$ cat src/bdr_pkg.sv
package bdr_pkg;

    // Item kinds carried in the input tuser field.
    typedef enum logic [2:0] {
        OP_TICK        = 3'd0,
        OP_SET_SPEED   = 3'd1,
        OP_SET_INCLINE = 3'd2,
        OP_SET_DIR     = 3'd3,
        OP_START       = 3'd4,
        OP_STOP        = 3'd5,
        OP_ESTOP       = 3'd6,
        OP_RESET_ESTOP = 3'd7
    } op_t;

    typedef enum logic [1:0] {
        ERR_NONE      = 2'd0,
        ERR_RANGE     = 2'd1,
        ERR_MOVING    = 2'd2,
        ERR_EMERGENCY = 2'd3
    } err_t;

    typedef enum logic [1:0] {
        ST_STOPPED   = 2'd0,
        ST_RUNNING   = 2'd1,
        ST_STOPPING  = 2'd2,
        ST_EMERGENCY = 2'd3
    } run_state_t;

    // Configuration register indexes.
    localparam logic [1:0] REG_MAX_SPEED    = 2'd0;
    localparam logic [1:0] REG_MAX_INCLINE  = 2'd1;
    localparam logic [1:0] REG_SPEED_RATE   = 2'd2;
    localparam logic [1:0] REG_INCLINE_RATE = 2'd3;

    localparam int unsigned CFG_W = 16;
    localparam int unsigned VAL_W = 16;
    localparam int unsigned DT_W  = 8;

    localparam logic [CFG_W-1:0] MAX_SPEED_RST    = 16'd2000;
    localparam logic [CFG_W-1:0] MAX_INCLINE_RST  = 16'd1500;
    localparam logic [CFG_W-1:0] SPEED_RATE_RST   = 16'd100;
    localparam logic [CFG_W-1:0] INCLINE_RATE_RST = 16'd100;

    // Longest tick honored, in milliseconds.
    localparam logic [9:0] MAX_TICK_MS = 10'd250;

    // Direction may change only at or below 0.20 km/h; a stopping belt
    // at or below 0.01 km/h snaps to zero.
    localparam logic [VAL_W-1:0] SPEED_DIR_LIMIT = 16'd20;
    localparam logic [VAL_W-1:0] SPEED_SNAP      = 16'd1;

    localparam logic DIR_FWD = 1'b0;

    // rate * dt fits 24 bits. Division by 1000 is a multiplication by
    // ceil(2^35 / 1000) followed by a 35 bit right shift, exact for any
    // 24 bit dividend. The quotient fits the upper 15 bits of the product.
    localparam int unsigned PROD_W    = CFG_W + DT_W;
    localparam int unsigned RECIP_W   = 26;
    localparam int unsigned QFULL_W   = PROD_W + RECIP_W;
    localparam int unsigned DIV_SHIFT = 35;
    localparam int unsigned QUOT_W    = QFULL_W - DIV_SHIFT;
    localparam logic [RECIP_W-1:0] DIV_MUL = 26'd34359739;

    typedef struct packed {
        op_t              op;
        logic [VAL_W-1:0] value;
        logic             dir;
    } item_t;

    typedef struct packed {
        item_t            item;
        logic [VAL_W-1:0] speed_delta;
        logic [VAL_W-1:0] incline_delta;
    } step_item_t;

    typedef struct packed {
        logic             accepted;
        err_t             error_code;
        run_state_t       run_state;
        logic [VAL_W-1:0] speed;
        logic [VAL_W-1:0] incline;
        logic             dir;
    } result_t;

endpackage

$ cat src/bdr_step_unit.sv
// Two stages that turn a tick length into ramp steps: the first multiplies
// rate by the clamped tick, the second divides by 1000 through a reciprocal.
module bdr_step_unit (
    input  logic                       aclk,
    input  logic                       aresetn,
    input  logic [bdr_pkg::CFG_W-1:0]  speed_rate,
    input  logic [bdr_pkg::CFG_W-1:0]  incline_rate,
    input  logic                       in_valid,
    output logic                       in_ready,
    input  bdr_pkg::item_t             in_item,
    input  logic [bdr_pkg::DT_W-1:0]   in_dt,
    output logic                       out_valid,
    input  logic                       out_ready,
    output bdr_pkg::step_item_t        out_item
);

    logic                          prod_valid_reg;
    bdr_pkg::item_t                prod_item_reg;
    logic [bdr_pkg::PROD_W-1:0]    prod_speed_reg;
    logic [bdr_pkg::PROD_W-1:0]    prod_incline_reg;
    logic [bdr_pkg::PROD_W-1:0]    prod_speed_next;
    logic [bdr_pkg::PROD_W-1:0]    prod_incline_next;

    logic                          step_valid_reg;
    bdr_pkg::step_item_t           step_item_reg;
    bdr_pkg::step_item_t           step_item_next;

    logic [bdr_pkg::DT_W-1:0]      dt_clamped;
    logic [bdr_pkg::QFULL_W-1:0]   q_speed;
    logic [bdr_pkg::QFULL_W-1:0]   q_incline;
    logic                          load_prod;
    logic                          load_step;

    assign load_step = prod_valid_reg && (!step_valid_reg || out_ready);
    assign in_ready  = !prod_valid_reg || load_step;
    assign load_prod = in_valid && in_ready;

    // A tick longer than the limit counts as the limit.
    assign dt_clamped = ({2'b00, in_dt} > bdr_pkg::MAX_TICK_MS) ?
                        bdr_pkg::MAX_TICK_MS[bdr_pkg::DT_W-1:0] : in_dt;

    assign prod_speed_next   = {{bdr_pkg::DT_W{1'b0}}, speed_rate} *
                               {{bdr_pkg::CFG_W{1'b0}}, dt_clamped};
    assign prod_incline_next = {{bdr_pkg::DT_W{1'b0}}, incline_rate} *
                               {{bdr_pkg::CFG_W{1'b0}}, dt_clamped};

    assign q_speed   = {{bdr_pkg::RECIP_W{1'b0}}, prod_speed_reg} *
                       {{bdr_pkg::PROD_W{1'b0}}, bdr_pkg::DIV_MUL};
    assign q_incline = {{bdr_pkg::RECIP_W{1'b0}}, prod_incline_reg} *
                       {{bdr_pkg::PROD_W{1'b0}}, bdr_pkg::DIV_MUL};

    always_comb begin
        step_item_next.item          = prod_item_reg;
        step_item_next.speed_delta   =
            {{(bdr_pkg::VAL_W - bdr_pkg::QUOT_W){1'b0}},
             q_speed[bdr_pkg::QFULL_W-1:bdr_pkg::DIV_SHIFT]};
        step_item_next.incline_delta =
            {{(bdr_pkg::VAL_W - bdr_pkg::QUOT_W){1'b0}},
             q_incline[bdr_pkg::QFULL_W-1:bdr_pkg::DIV_SHIFT]};
    end

    always_ff @(posedge aclk) begin
        if (!aresetn) begin
            prod_valid_reg <= 1'b0;
            step_valid_reg <= 1'b0;
        end else begin
            if (load_prod) begin
                prod_valid_reg <= 1'b1;
            end else if (load_step) begin
                prod_valid_reg <= 1'b0;
            end
            if (load_step) begin
                step_valid_reg <= 1'b1;
            end else if (out_ready) begin
                step_valid_reg <= 1'b0;
            end
        end
    end

    always_ff @(posedge aclk) begin
        if (load_prod) begin
            prod_item_reg    <= in_item;
            prod_speed_reg   <= prod_speed_next;
            prod_incline_reg <= prod_incline_next;
        end
        if (load_step) begin
            step_item_reg <= step_item_next;
        end
    end

    assign out_valid = step_valid_reg;
    assign out_item  = step_item_reg;

endmodule

$ cat config.mk
export PLATFORM = sky130hd
export DESIGN_NAME = bdr_step_unit
export DESIGN_NICKNAME = d
export VERILOG_FILES = /design/src/bdr_pkg.sv /design/src/bdr_step_unit.sv
export SDC_FILE = /design/constraint.sdc
export NUM_CORES = 2
export LEC_CHECK = 0
export BUFFER_PORTS_ARGS = -buffer_cell sky130_fd_sc_hd__buf_4
export CAP_MARGIN = 20
export CORE_MARGIN = 3
export CORE_UTILIZATION = 70
export CTS_BUF_LIST = sky130_fd_sc_hd__clkbuf_2 sky130_fd_sc_hd__clkbuf_4 sky130_fd_sc_hd__clkbuf_8
export DETAILED_ROUTE_END_ITERATION = 8
export GPL_ROUTABILITY_DRIVEN = 0
export PLACE_DENSITY = 0.87
export SLEW_MARGIN = 5
export SYNTH_ARGS = -nofsm -noshare
export SYNTH_HDL_FRONTEND = slang
export SYNTH_SLANG_ARGS = --single-unit
export TNS_END_PERCENT = 5
$ cat constraint.sdc
create_clock -name aclk -period 13.93 [get_ports aclk]
set_input_delay 1.393 -clock aclk [delete_from_list [all_inputs] [get_ports aclk]]
set_output_delay 1.393 -clock aclk [all_outputs]
set_load 0.05 [all_outputs]
==> impl_summary.md <==
Critical path
The critical path launch point type is a flip-flop. The critical path goes through inv_1, fa_1, fa_1, inv_1, fa_1, ha_1, ha_1, fa_1, inv_1, fa_1, inv_1, ha_1, a21oi_1, o21ai_0, a211oi_1, o31ai_1, o31ai_1, a211oi_1, a41o_1, a21oi_1, o211ai_1. On the critical path the largest part of the delay comes from adder cells. In this run the critical register-to-register path is launched from prod_speed_reg[6]$_DFFE_PP_. The cell seen most often among critical-path stages is fa_1. The required time at the worst-slack endpoint is 14.15 ns. Data arrives at the worst endpoint at 7.78 ns. In this run the worst path has a maximum fanout of 8.

The combined buffer and inverter count along the critical path is 4. STA classifies the critical path endpoint as a flip-flop. The launching element of the worst setup path is prod_speed_reg[6]$_DFFE_PP_. The largest stage delay on the critical path is 0.73 ns. By startpoint and endpoint, the worst setup path is classified as flip-flop to flip-flop. The largest individual stage delay along the critical path comes from the cell edfxtp_1.

Logic synthesis
Synthesis inferred 120 register bits. The number of enable-type register cells in the synthesized netlist is 118. The number of instances in the synthesized netlist is 2874. By area, the combinational part of the netlist is dominated by adder cells. After synthesis the cells add up to 0.0296 mm². The average cell area after synthesis is 10.3 µm². The share of flip-flops with an asynchronous set or reset after synthesis is 0%. The sequential cell area fraction in the yosys report is 12.1%. Among all flip-flop cells after synthesis, the most frequent one is edfxtp_1. The total of warnings raised by yosys is 0. The synthesized netlist devotes 5.53% of its cell area to compound gates. The parity-gate share of the synthesized area counting xor and xnor cells is 1.71%.

Yosys attributes the largest share of cell area to fa_1, ha_1, edfxtp_1. inv_1 is the most common cell in the netlist. After synthesis, the netlist uses 65 different library cells. The fraction of the mapped netlist area in simple logic gates is 7.94%. Sorting the synthesized cells by how often they occur yields inv_1, ha_1, fa_1, nand2_1, and2_1. Of the post-synthesis cell area, the dominant cell type holds 37.4%. The biggest area consumer among synthesized cells is fa_1. The share of cell area taken by muxes after synthesis is 0.0718%.

The adder-cell share of the synthesized area is 61.7%.

Floorplan
The I/O pin count is 118. The y dimension of the die is 212 µm. The core region is 0.0413 mm². The initial core utilization is 71.8%. The number of rows in the core area is 74.

From left edge to right edge, the die measures 212 µm. The die covers 0.0448 mm².

STA
The number of max-slew violations in the final report is 0. The maximum operating frequency is 132 MHz. In the finished design, the share of the clock period the worst path needs comes to 54.3%. The worst max-slew margin expressed relative to the limit is 27.5%.

Setup repair after global routing left no endpoint under its margin. The count of endpoints failing hold in the final timing report is 0. Setup violations remaining at the end of the flow were counted as 0.

The clock period minus final worst setup slack is 7.56 ns. The total negative slack is 0 ns. The worst path meets setup with 6.37 ns of slack. The slew of the pin with the lowest slew margin is 1.09 ns. Across the routed clock network, the largest skew measured is 0.0220 ns.

Place
The count of buffers inserted at the top-level ports is 115. At the placement stage, the worst setup path has a slack of 6.20 ns. The half-perimeter wire length after placement is 60.2 mm.

Hold path
In this run the most critical hold path is launched from prod_item_reg[13]$_DFFE_PP_. In this run the worst hold path is classified as flip-flop to flip-flop.

Detailed routing
Dividing the detail-routed wire length by the instance count gives 20.5 µm. In the routed layout, each cell is associated on average with a via count of 5.96. The remaining routing DRC violations is 0. The count of TritonRoute iterations in the first routing pass is 5. Wires add up to 72.2 mm. The violation count after the first detailed-routing iteration is 1829.

The detail route stage leaves a number of antenna-violating nets equal to 0. The detailed router placed 21004 vias in this run.

CTS
The source-to-sink clock delay at the later pin of the worst-skew pair is 0.51 ns. The TritonCTS clock tree is done. Clock tree synthesis selected as its root buffer the cell clkbuf_8.

Clock-pin slew was measured on the worst setup and hold paths at 0.09 ns. Hold repair after CTS inserted 0 buffers. The total number of clock tree sinks is 120. The post-cts repair resize count is 0. The number of buffers created by CTS is 17.

In this run the number of H-tree levels came out at 4. Buffers added to address setup during post-CTS repair amount to 0. Counting along the longest clock path gives a buffer depth of 2.

Status
The flow ran to the end, and the final reports show no timing, DRC or antenna violations.

Cells and area
The count of inserted antenna diode cells is 0. The share of final-layout standard cells stronger than drive strength 1 is 5.85%. The number of fill cells in the layout is 2538. Compared with the post-synthesis result, the final layout area differs by 6.19%. The layout net count is 4174. The flip-flop count of the largest register after layout is 50.

GRT
The number of global-route vias before repair came to 23716. The overflow left after global routing is 0. The first global-routing pass estimated 117 mm of wire. The global-route usage over all layers is 33.6%. The initial antenna violation count is 1. Entering global routing, the biggest net connects 69 pins.

Job
The max capacitance violation total is 0.
-- area by class of cell --
cell class | instances | area (µm²) | share of cell area [%]
clock buffer | 17 | 234 | 0.743
clock inverter | 15 | 156 | 0.497
inverter | 828 | 3110 | 9.87
multi-input combinational | 1895 | 22800 | 72.5
sequential | 120 | 3580 | 11.4
tap | 532 | 666 | 2.11
timing repair buffer | 118 | 893 | 2.84
-- per-layer routing --
layer / GRT usage (%) / up-vias / part of all wire, %
li1: - / 9179 / -
met1: 41.9 / 10430 / 37
met2: 57.1 / 1069 / 49
met3: 6.59 / 324 / 8.9
met4: 15.7 / 2 / 5.3
met5: 0 / - / 0.011
-- path summary, 6_finish.rpt --
path | cells past startpoint | end | slack (ns)
setup / recovery | 21 | out_item[28]$_DFFE_PP_ | 6.37
hold / removal | 0 | out_item[45]$_DFFE_PP_ | 0.41
setup reg to reg | 21 | out_item[28]$_DFFE_PP_ | 6.37
hold reg to reg | 0 | out_item[45]$_DFFE_PP_ | 0.41
-- cells by family (layout without fill, tap and decap cells) --
family | count (synthesis) | in the layout
fa+ha+maj | 1130 | 1130
other cells | 1 | 2
xor+xnor | 58 | 58
mux | 2 | 2
buf+inv | 860 | 978
simple gates | 457 | 457
compound gates | 246 | 246
flops | 120 | 120
-- per-stage QoR --
step	instances	cell area [µm²]	hold slack (ns)	util, %
after global routing	3525	31500	0.414	76.2
after CTS	3524	31500	0.416	76.2
final	3525	31500	0.414	76.2
after global placement	3492	31100	0.401	75.2
after floorplan	2875	29600	0.400	-
after detailed placement	3492	31100	0.405	75.2
-- placed cells by master, fill, tap and decap left out, types with 3 or more instances in the layout --
master / netlist / layout
a211o_1: 3 / 3
a211oi_1: 15 / 15
a21o_1: 37 / 37
a21oi_1: 74 / 74
a221o_1: 4 / 4
a31o_2: 3 / 3
a31oi_1: 11 / 11
a41o_1: 3 / 3
and2_1: 135 / 134
and3_1: 32 / 32
and4_1: 3 / 3
buf_4: 2 / 117
clkbuf_8: 0 / 17
clkinv_4: 0 / 4
edfxtp_1: 118 / 118
fa_1: 554 / 554
ha_1: 576 / 576
inv_1: 828 / 828
inv_6: 0 / 4
inv_8: 0 / 4
nand2_1: 142 / 142
nand2b_1: 5 / 5
nand3_1: 22 / 22
nand4_1: 9 / 9
nor2_1: 48 / 48
nor2b_1: 9 / 8
nor3_1: 21 / 21
nor4_1: 6 / 6
o211ai_1: 7 / 7
o21a_1: 9 / 9
o21ai_0: 41 / 41
o21bai_1: 11 / 11
o31ai_1: 4 / 4
or2_2: 11 / 11
or3_1: 5 / 5
xnor2_1: 37 / 37
xor2_1: 21 / 21
Power is left out: the tool's default activity adds up to more than one toggle a clock period on the data nets, which glitch-free logic cannot reach.
