### src/bdr_pkg.sv
package bdr_pkg;

    // Item kinds carried in the input tuser field.
    typedef enum logic [2:0] {
        OP_TICK        = 3'd0,
        OP_SET_SPEED   = 3'd1,
        OP_SET_INCLINE = 3'd2,
        OP_SET_DIR     = 3'd3,
        OP_START       = 3'd4,
        OP_STOP        = 3'd5,
        OP_ESTOP       = 3'd6,
        OP_RESET_ESTOP = 3'd7
    } op_t;

    typedef enum logic [1:0] {
        ERR_NONE      = 2'd0,
        ERR_RANGE     = 2'd1,
        ERR_MOVING    = 2'd2,
        ERR_EMERGENCY = 2'd3
    } err_t;

    typedef enum logic [1:0] {
        ST_STOPPED   = 2'd0,
        ST_RUNNING   = 2'd1,
        ST_STOPPING  = 2'd2,
        ST_EMERGENCY = 2'd3
    } run_state_t;

    // Configuration register indexes.
    localparam logic [1:0] REG_MAX_SPEED    = 2'd0;
    localparam logic [1:0] REG_MAX_INCLINE  = 2'd1;
    localparam logic [1:0] REG_SPEED_RATE   = 2'd2;
    localparam logic [1:0] REG_INCLINE_RATE = 2'd3;

    localparam int unsigned CFG_W = 16;
    localparam int unsigned VAL_W = 16;
    localparam int unsigned DT_W  = 8;

    localparam logic [CFG_W-1:0] MAX_SPEED_RST    = 16'd2000;
    localparam logic [CFG_W-1:0] MAX_INCLINE_RST  = 16'd1500;
    localparam logic [CFG_W-1:0] SPEED_RATE_RST   = 16'd100;
    localparam logic [CFG_W-1:0] INCLINE_RATE_RST = 16'd100;

    // Longest tick honored, in milliseconds.
    localparam logic [9:0] MAX_TICK_MS = 10'd250;

    // Direction may change only at or below 0.20 km/h; a stopping belt
    // at or below 0.01 km/h snaps to zero.
    localparam logic [VAL_W-1:0] SPEED_DIR_LIMIT = 16'd20;
    localparam logic [VAL_W-1:0] SPEED_SNAP      = 16'd1;

    localparam logic DIR_FWD = 1'b0;

    // rate * dt fits 24 bits. Division by 1000 is a multiplication by
    // ceil(2^35 / 1000) followed by a 35 bit right shift, exact for any
    // 24 bit dividend. The quotient fits the upper 15 bits of the product.
    localparam int unsigned PROD_W    = CFG_W + DT_W;
    localparam int unsigned RECIP_W   = 26;
    localparam int unsigned QFULL_W   = PROD_W + RECIP_W;
    localparam int unsigned DIV_SHIFT = 35;
    localparam int unsigned QUOT_W    = QFULL_W - DIV_SHIFT;
    localparam logic [RECIP_W-1:0] DIV_MUL = 26'd34359739;

    typedef struct packed {
        op_t              op;
        logic [VAL_W-1:0] value;
        logic             dir;
    } item_t;

    typedef struct packed {
        item_t            item;
        logic [VAL_W-1:0] speed_delta;
        logic [VAL_W-1:0] incline_delta;
    } step_item_t;

    typedef struct packed {
        logic             accepted;
        err_t             error_code;
        run_state_t       run_state;
        logic [VAL_W-1:0] speed;
        logic [VAL_W-1:0] incline;
        logic             dir;
    } result_t;

endpackage

### src/bdr_core.sv
// Run state, speed, incline and direction, updated once per item, and the
// result register that holds the beat for the output side.
module bdr_core (
    input  logic                       aclk,
    input  logic                       aresetn,
    input  logic [bdr_pkg::CFG_W-1:0]  max_speed,
    input  logic [bdr_pkg::CFG_W-1:0]  max_incline,
    input  logic                       in_valid,
    output logic                       in_ready,
    input  bdr_pkg::step_item_t        in_item,
    output logic                       out_valid,
    input  logic                       out_ready,
    output bdr_pkg::result_t           out_result
);

    bdr_pkg::run_state_t           run_state_reg;
    bdr_pkg::run_state_t           run_state_next;
    logic [bdr_pkg::VAL_W-1:0]     speed_now_reg;
    logic [bdr_pkg::VAL_W-1:0]     speed_now_next;
    logic [bdr_pkg::VAL_W-1:0]     speed_goal_reg;
    logic [bdr_pkg::VAL_W-1:0]     speed_goal_next;
    logic [bdr_pkg::VAL_W-1:0]     incline_now_reg;
    logic [bdr_pkg::VAL_W-1:0]     incline_now_next;
    logic [bdr_pkg::VAL_W-1:0]     incline_goal_reg;
    logic [bdr_pkg::VAL_W-1:0]     incline_goal_next;
    logic                          belt_dir_reg;
    logic                          belt_dir_next;
    logic                          result_valid_reg;
    bdr_pkg::result_t              result_reg;
    bdr_pkg::result_t              result_next;
    logic                          cmd_ok;
    bdr_pkg::err_t                 cmd_err;
    logic [bdr_pkg::VAL_W-1:0]     speed_ramped;
    logic                          load;

    // Moves cur toward goal by at most step without passing it.
    function automatic logic [bdr_pkg::VAL_W-1:0] move_toward(
        input logic [bdr_pkg::VAL_W-1:0] cur,
        input logic [bdr_pkg::VAL_W-1:0] goal,
        input logic [bdr_pkg::VAL_W-1:0] step
    );
        logic [bdr_pkg::VAL_W:0]   sum;
        logic [bdr_pkg::VAL_W-1:0] gap;
        logic [bdr_pkg::VAL_W-1:0] res;
        sum = {1'b0, cur} + {1'b0, step};
        gap = cur - goal;
        if (cur < goal) begin
            res = (sum > {1'b0, goal}) ? goal : sum[bdr_pkg::VAL_W-1:0];
        end else if (cur > goal) begin
            res = (step >= gap) ? goal : cur - step;
        end else begin
            res = cur;
        end
        return res;
    endfunction

    assign in_ready = !result_valid_reg || out_ready;
    assign load     = in_valid && in_ready;

    assign speed_ramped = move_toward(speed_now_reg, speed_goal_reg,
                                      in_item.speed_delta);

    always_comb begin
        run_state_next    = run_state_reg;
        speed_now_next    = speed_now_reg;
        speed_goal_next   = speed_goal_reg;
        incline_now_next  = incline_now_reg;
        incline_goal_next = incline_goal_reg;
        belt_dir_next     = belt_dir_reg;
        cmd_ok            = 1'b1;
        cmd_err           = bdr_pkg::ERR_NONE;

        unique case (in_item.item.op)
            bdr_pkg::OP_TICK: begin
                if (run_state_reg == bdr_pkg::ST_RUNNING ||
                    run_state_reg == bdr_pkg::ST_STOPPING) begin
                    speed_now_next = speed_ramped;
                    if (run_state_reg == bdr_pkg::ST_STOPPING &&
                        speed_ramped <= bdr_pkg::SPEED_SNAP) begin
                        speed_now_next = '0;
                        run_state_next = bdr_pkg::ST_STOPPED;
                    end
                end
                incline_now_next = move_toward(incline_now_reg, incline_goal_reg,
                                               in_item.incline_delta);
            end
            bdr_pkg::OP_SET_SPEED: begin
                if (in_item.item.value > max_speed) begin
                    cmd_ok  = 1'b0;
                    cmd_err = bdr_pkg::ERR_RANGE;
                end else begin
                    speed_goal_next = in_item.item.value;
                end
            end
            bdr_pkg::OP_SET_INCLINE: begin
                if (in_item.item.value > max_incline) begin
                    cmd_ok  = 1'b0;
                    cmd_err = bdr_pkg::ERR_RANGE;
                end else begin
                    incline_goal_next = in_item.item.value;
                end
            end
            bdr_pkg::OP_SET_DIR: begin
                if (speed_now_reg > bdr_pkg::SPEED_DIR_LIMIT) begin
                    cmd_ok  = 1'b0;
                    cmd_err = bdr_pkg::ERR_MOVING;
                end else begin
                    belt_dir_next = in_item.item.dir;
                end
            end
            bdr_pkg::OP_START: begin
                if (run_state_reg == bdr_pkg::ST_EMERGENCY) begin
                    cmd_ok  = 1'b0;
                    cmd_err = bdr_pkg::ERR_EMERGENCY;
                end else begin
                    run_state_next = bdr_pkg::ST_RUNNING;
                end
            end
            bdr_pkg::OP_STOP: begin
                if (run_state_reg != bdr_pkg::ST_EMERGENCY) begin
                    speed_goal_next = '0;
                    run_state_next  = (speed_now_reg > bdr_pkg::SPEED_SNAP) ?
                                      bdr_pkg::ST_STOPPING : bdr_pkg::ST_STOPPED;
                end
            end
            bdr_pkg::OP_ESTOP: begin
                speed_goal_next = '0;
                speed_now_next  = '0;
                run_state_next  = bdr_pkg::ST_EMERGENCY;
            end
            bdr_pkg::OP_RESET_ESTOP: begin
                if (run_state_reg == bdr_pkg::ST_EMERGENCY) begin
                    run_state_next = bdr_pkg::ST_STOPPED;
                end
            end
            default: begin
                run_state_next = run_state_reg;
            end
        endcase

        result_next.accepted   = cmd_ok;
        result_next.error_code = cmd_err;
        result_next.run_state  = run_state_next;
        result_next.speed      = speed_now_next;
        result_next.incline    = incline_now_next;
        result_next.dir        = belt_dir_next;
    end

    always_ff @(posedge aclk) begin
        if (!aresetn) begin
            run_state_reg    <= bdr_pkg::ST_STOPPED;
            speed_now_reg    <= '0;
            speed_goal_reg   <= '0;
            incline_now_reg  <= '0;
            incline_goal_reg <= '0;
            belt_dir_reg     <= bdr_pkg::DIR_FWD;
            result_valid_reg <= 1'b0;
        end else begin
            if (load) begin
                run_state_reg    <= run_state_next;
                speed_now_reg    <= speed_now_next;
                speed_goal_reg   <= speed_goal_next;
                incline_now_reg  <= incline_now_next;
                incline_goal_reg <= incline_goal_next;
                belt_dir_reg     <= belt_dir_next;
                result_valid_reg <= 1'b1;
            end else if (out_ready) begin
                result_valid_reg <= 1'b0;
            end
        end
    end

    always_ff @(posedge aclk) begin
        if (load) begin
            result_reg <= result_next;
        end
    end

    assign out_valid  = result_valid_reg;
    assign out_result = result_reg;

    // A refused command always carries a reason, an accepted one never does.
    a_accept_no_error: assert property (@(posedge aclk) disable iff (!aresetn)
        result_valid_reg |->
            (result_reg.accepted == (result_reg.error_code == bdr_pkg::ERR_NONE)))
        else $error("accepted flag and error code disagree");

    // The belt never moves in the emergency state.
    a_emergency_still: assert property (@(posedge aclk) disable iff (!aresetn)
        run_state_reg == bdr_pkg::ST_EMERGENCY |-> speed_now_reg == '0)
        else $error("belt speed nonzero in emergency state");

    // An emergency stop takes effect on the item that carries it.
    a_estop_effect: assert property (@(posedge aclk) disable iff (!aresetn)
        aresetn && load && in_item.item.op == bdr_pkg::OP_ESTOP |=>
            speed_now_reg == '0 && speed_goal_reg == '0 &&
            run_state_reg == bdr_pkg::ST_EMERGENCY)
        else $error("emergency stop did not stop the belt");

    // State moves only when an item is taken.
    a_state_hold: assert property (@(posedge aclk) disable iff (!aresetn)
        aresetn && !load |=>
            $stable(run_state_reg) && $stable(speed_now_reg) &&
            $stable(incline_now_reg) && $stable(belt_dir_reg))
        else $error("belt state changed without an item");

endmodule

### config.mk
export PLATFORM = sky130hd
export DESIGN_NAME = bdr_core
export DESIGN_NICKNAME = d
export VERILOG_FILES = /design/src/bdr_pkg.sv /design/src/bdr_core.sv
export SDC_FILE = /design/constraint.sdc
export NUM_CORES = 1
export LEC_CHECK = 0
export BUFFER_PORTS_ARGS = -buffer_cell sky130_fd_sc_hd__buf_4
export CORE_MARGIN = 2
export CORE_UTILIZATION = 55
export CTS_BUF_LIST = sky130_fd_sc_hd__clkbuf_8
export DETAILED_ROUTE_END_ITERATION = 8
export PLACE_DENSITY = 0.82
export SYNTH_ARGS = -nofsm -noshare
export SYNTH_HDL_FRONTEND = slang
export SYNTH_SLANG_ARGS = --single-unit
### constraint.sdc
create_clock -name aclk -period 12.4 [get_ports aclk]
set_input_delay 1.24 -clock aclk [delete_from_list [all_inputs] [get_ports aclk]]
set_output_delay 1.24 -clock aclk [all_outputs]
set_load 0.01 [all_outputs]
==> Implementation_results.wiki <==
{| class="wikitable"
! Metric !! Value
|-
| Outcome || finished, final reports clean
|-
| Worst stage delay on the critical path || 0.68 ns
|-
| Share of post-route cells with drive strength above 1 || 11.74%
|-
| R2R depth || 24
|-
| Count of distinct cell types in the synthesized netlist || 93
|-
| Number of hold buffers added after cts || 0
|-
| # clock sinks || 106
|-
| Number of optimization iterations in the first detailed-route pass || 8
|-
| H-tree depth || 3
|-
| Routed vias || 12564
|-
| Overall power consumption || 1.405 mW
|-
| Normalized max-slew margin || 13.54%
|-
| Post-synth net total || 1883
|-
| Worst endpoint required time || 12.55 ns
|-
| Area Overhead vs Synth || 10.33%
|-
| CP Depth || 24
|-
| Io pins || 128
|-
| Resized cells post-CTS || 0
|-
| Hold crit path type || reg -> reg
|-
| CP startpoint kind || register
|-
| Arrival time of data at the critical path endpoint || 6.88 ns
|-
| Biggest fanout along the worst timing path || 11
|-
| Post-synthesis cell area || 12690 µm²
|-
| Vias/cell || 6.371
|-
| Library cell occupying the most area in the post-synthesis netlist || sky130_fd_sc_hd__ha_1
|-
| Crit Reg-Reg Endpoint || out_result[34]
|-
| Clock transition at path regs || 0.12 ns
|-
| Buffers from clock root to sink, at most || 2
|-
| Die Footprint || 24310 µm²
|-
| Worst setup slack after layout || 5.672 ns
|-
| Number of antenna cells inserted || 0
|-
| Net total in the final layout || 1971
|-
| Total leakage power || 6.300 nW
|-
| Crit path capture type || register
|-
| Gp weighted congestion || 1.020
|-
| Worst Max-Slew Pin Slew || 1.297 ns
|-
| GRT met3 Usage || 5.972%
|-
| Launch instance of the worst register-to-register path || speed_now_reg[1]
|-
| Critical Path, Cell by Cell || ha_1 > nor2b_1 > o21ai_0 > a21boi_0 > o21ai_0 > a21boi_0 > o2111ai_1 > nand3_1 > o41ai_1 > o2111ai_1 > a21oi_1 > xor2_1 > ha_1 > nand4_1 > or4_1 > nor3_2 > or3_1 > nor2_1 > a22oi_1 > o221a_1 > nor3b_1 > nand4_2 > a21oi_1 > o21ai_1
|-
| Number of violations reported at the end of detailed-routing iteration 0 || 1384
|-
| Antenna violations before repair || 1
|-
| Slack of the worst reg-to-reg path || 5.67 ns
|-
| CP top delay family || compound AO/OA/AOI/OAI gates
|-
| Average routed wire per standard cell || 20.23 µm
|-
| Number of global-route vias before repair || 11495
|-
| Sequential area share after synthesis || 19.72%
|-
| Setup Crit Path Kind || reg -> reg
|-
| Number of clock buffers inserted by TritonCTS || 9
|-
| Top_reg_cell synth || sky130_fd_sc_hd__dfxtp_1
|-
| Power density relative to cell area || 100.3 nW/µm²
|-
| Fraction of met1 tracks used by global routing || 46.98%
|-
| DIE WIDTH || 155.9 µm
|-
| Sum of negative setup slack || 0 ns
|-
| Cell chosen for the clock root || sky130_fd_sc_hd__clkbuf_8
|-
| Achievable frequency || 148.6 MHz
|-
| Max Cap Viol || 0
|-
| Post-synth EDFFs || 38
|-
| CTS tree || done
|-
| Die height || 155.9 µm
|-
| Overflow after GRT || 0
|-
| Yosys warning total || 0
|-
| Number of placement rows || 55
|-
| Remaining antenna violation count after routing || 0
|-
| Worst-case setup slack after placement || 5.719 ns
|-
| Flip-flop count of the largest register after layout || 38
|-
| VDD IR max || 62.95 µV
|-
| Total core area || 22640 µm²
|-
| Worst path bufs/invs || 0
|-
| Post-synthesis average cell area || 7.962 µm²
|-
| Quantity of I/O buffers inserted on ports || 127
|-
| Async set or reset register ratio after synthesis || 0%
|-
| Capture point of the critical path || out_result[34]
|-
| Initial cell density of the core || 56.06%
|-
| Area share of the leading cell type in the synthesized netlist || 19.22%
|-
| Post-DP HPWL || 32010 µm
|-
| Final hold vios || 0
|-
| Slowest cell on the critical path || sky130_fd_sc_hd__o41ai_1
|-
| Most congested layer reported by global routing || met2
|-
| Clock insertion delay at the later pin of the skew report || 0.40 ns
|-
| Unrepaired setup endpoints after global routing || false
|-
| Wire length of the first global-routing pass || 62200 µm
|-
| Final critical path time including I/O delays and setup || 6.728 ns
|-
| Setup violators final || 0
|-
| Pins Over Slew Limit || 0
|-
| Source of the critical timing path || speed_now_reg[1]
|-
| Final wirelength || 39890 µm
|-
| Post-route DRC violation count || 0
|-
| Met2 track utilization from global routing || 49.96%
|-
| Worst clock skew || 0.01973 ns
|-
| Post-route fraction of the period consumed by the critical path || 54.26%
|-
| Overall global routing resource usage || 32.50%
|-
| Synthesized instance count || 1594
|-
| Synth top area cells || sky130_fd_sc_hd__ha_1 (19%), sky130_fd_sc_hd__dfxtp_1 (11%), sky130_fd_sc_hd__edfxtp_1 (9.0%)
|-
| FF+latch count, synth || 106
|-
| Post-CTS Repair Setup Buffers || 0
|-
| Largest net degree at the start of global routing || 74
|}
-- Yosys cell counts (27+ instances only) --
library cell                 n
sky130_fd_sc_hd__edfxtp_1   38
sky130_fd_sc_hd__ha_1      195
sky130_fd_sc_hd__o21ai_0    74
sky130_fd_sc_hd__clkbuf_1   38
sky130_fd_sc_hd__nand4_1    27
sky130_fd_sc_hd__nor2_1    104
sky130_fd_sc_hd__mux2i_1    49
sky130_fd_sc_hd__dfxtp_1    68
sky130_fd_sc_hd__nor3_1     38
sky130_fd_sc_hd__xnor2_1    46
sky130_fd_sc_hd__a21o_1     42
sky130_fd_sc_hd__nand3_1    50
sky130_fd_sc_hd__inv_1     145
sky130_fd_sc_hd__nand2_1   144
sky130_fd_sc_hd__nand2b_1   27
sky130_fd_sc_hd__a21oi_1   128
-- metrics by stage --
step	utilization [%]	instances	hold slack, ns	instance area (µm²)
2_1_floorplan	-	1594	0.4381	12690
5_1_grt	61.85	1972	0.4957	14000
3_5_place_dp	61.02	1956	0.4571	13810
3_3_place_gp	61.02	1956	0.4447	13810
4_1_cts	61.85	1972	0.4748	14000
6_report	61.85	1972	0.4682	14000
-- tightest hold or removal path, stage by stage (launching register included) --
cell and delay [ns]:
sky130_fd_sc_hd__dfxtp_1 0.33, sky130_fd_sc_hd__nand2_1 0.05, sky130_fd_sc_hd__mux2i_1 0.05
-- layout make-up --
class                      instances  area (µm²)
multi-input combinational       1282        9383
fill                            1968        8637
sequential                       106        2502
timing repair buffer             136        1021
inverter                         147       551.8
tap                              285       356.6
clock buffer                       9       123.9
clock inverter                     7       65.06
-- logic make-up (layout without fill, tap and decap cells) --
group | Yosys count | in the layout | share of synthesized area (%)
XOR/XNOR | 69 | 69 | 4.761
multiplexers | 54 | 54 | 4.367
flip-flops | 106 | 106 | 19.72
buffers and inverters | 206 | 299 | 6.427
adder cells (fa/ha/maj) | 201 | 201 | 20.17
AO/OA/AOI/OAI | 459 | 459 | 24.78
AND/OR/NAND/NOR | 499 | 499 | 19.78
-- report_power, final --
group / switching (mW) / leakage (nW) / internal (mW)
sequential: 0.0153 / 0.933 / 0.380
combinational: 0.489 / 5.27 / 0.301
clock: 0.141 / 0.100 / 0.0793
total: 0.645 / 6.30 / 0.760
-- layer usage --
| metal | share of wire, % | vias to the layer above |
|---|---|---|
| li1 | - | 5996 |
| met1 | 44 | 5853 |
| met2 | 43 | 634 |
| met3 | 9.9 | 81 |
| met4 | 2.2 | 0 |
| met5 | 0 | - |
-- how the worst min path moves through the flow --
stage / start / end / cells after the start
after global routing: speed_goal_reg[10] / speed_goal_reg[10] / 2
after global placement: speed_goal_reg[5] / speed_goal_reg[5] / 2
after CTS: speed_goal_reg[10] / speed_goal_reg[10] / 2
after detailed placement: speed_goal_reg[10] / speed_goal_reg[10] / 2
after floorplan: speed_goal_reg[10] / speed_goal_reg[10] / 2
final: speed_goal_reg[10] / speed_goal_reg[10] / 2
-- cell usage in the layout (no fill, tap or decap), drive strengths merged, types with 7 or more instances in the layout --
master / n
a221oi: 14
dfxtp: 68
edfxtp: 38
xnor2: 46
and3: 12
nor2b: 22
nand3: 51
inv: 152
a21oi: 128
or3: 17
o21ai: 83
nand4: 28
xor2: 23
a211oi: 22
mux2i: 49
o211ai: 15
a31oi: 18
nand2: 145
a22o: 20
a21boi: 10
a21o: 42
buf: 136
clkbuf: 9
nor3: 41
o31ai: 7
nand2b: 27
nor2: 104
ha: 195
o22ai: 9
and2: 8
nor4: 13
o21a: 25
or2: 7
No activity file was read; power rests on OpenSTA's default activity.
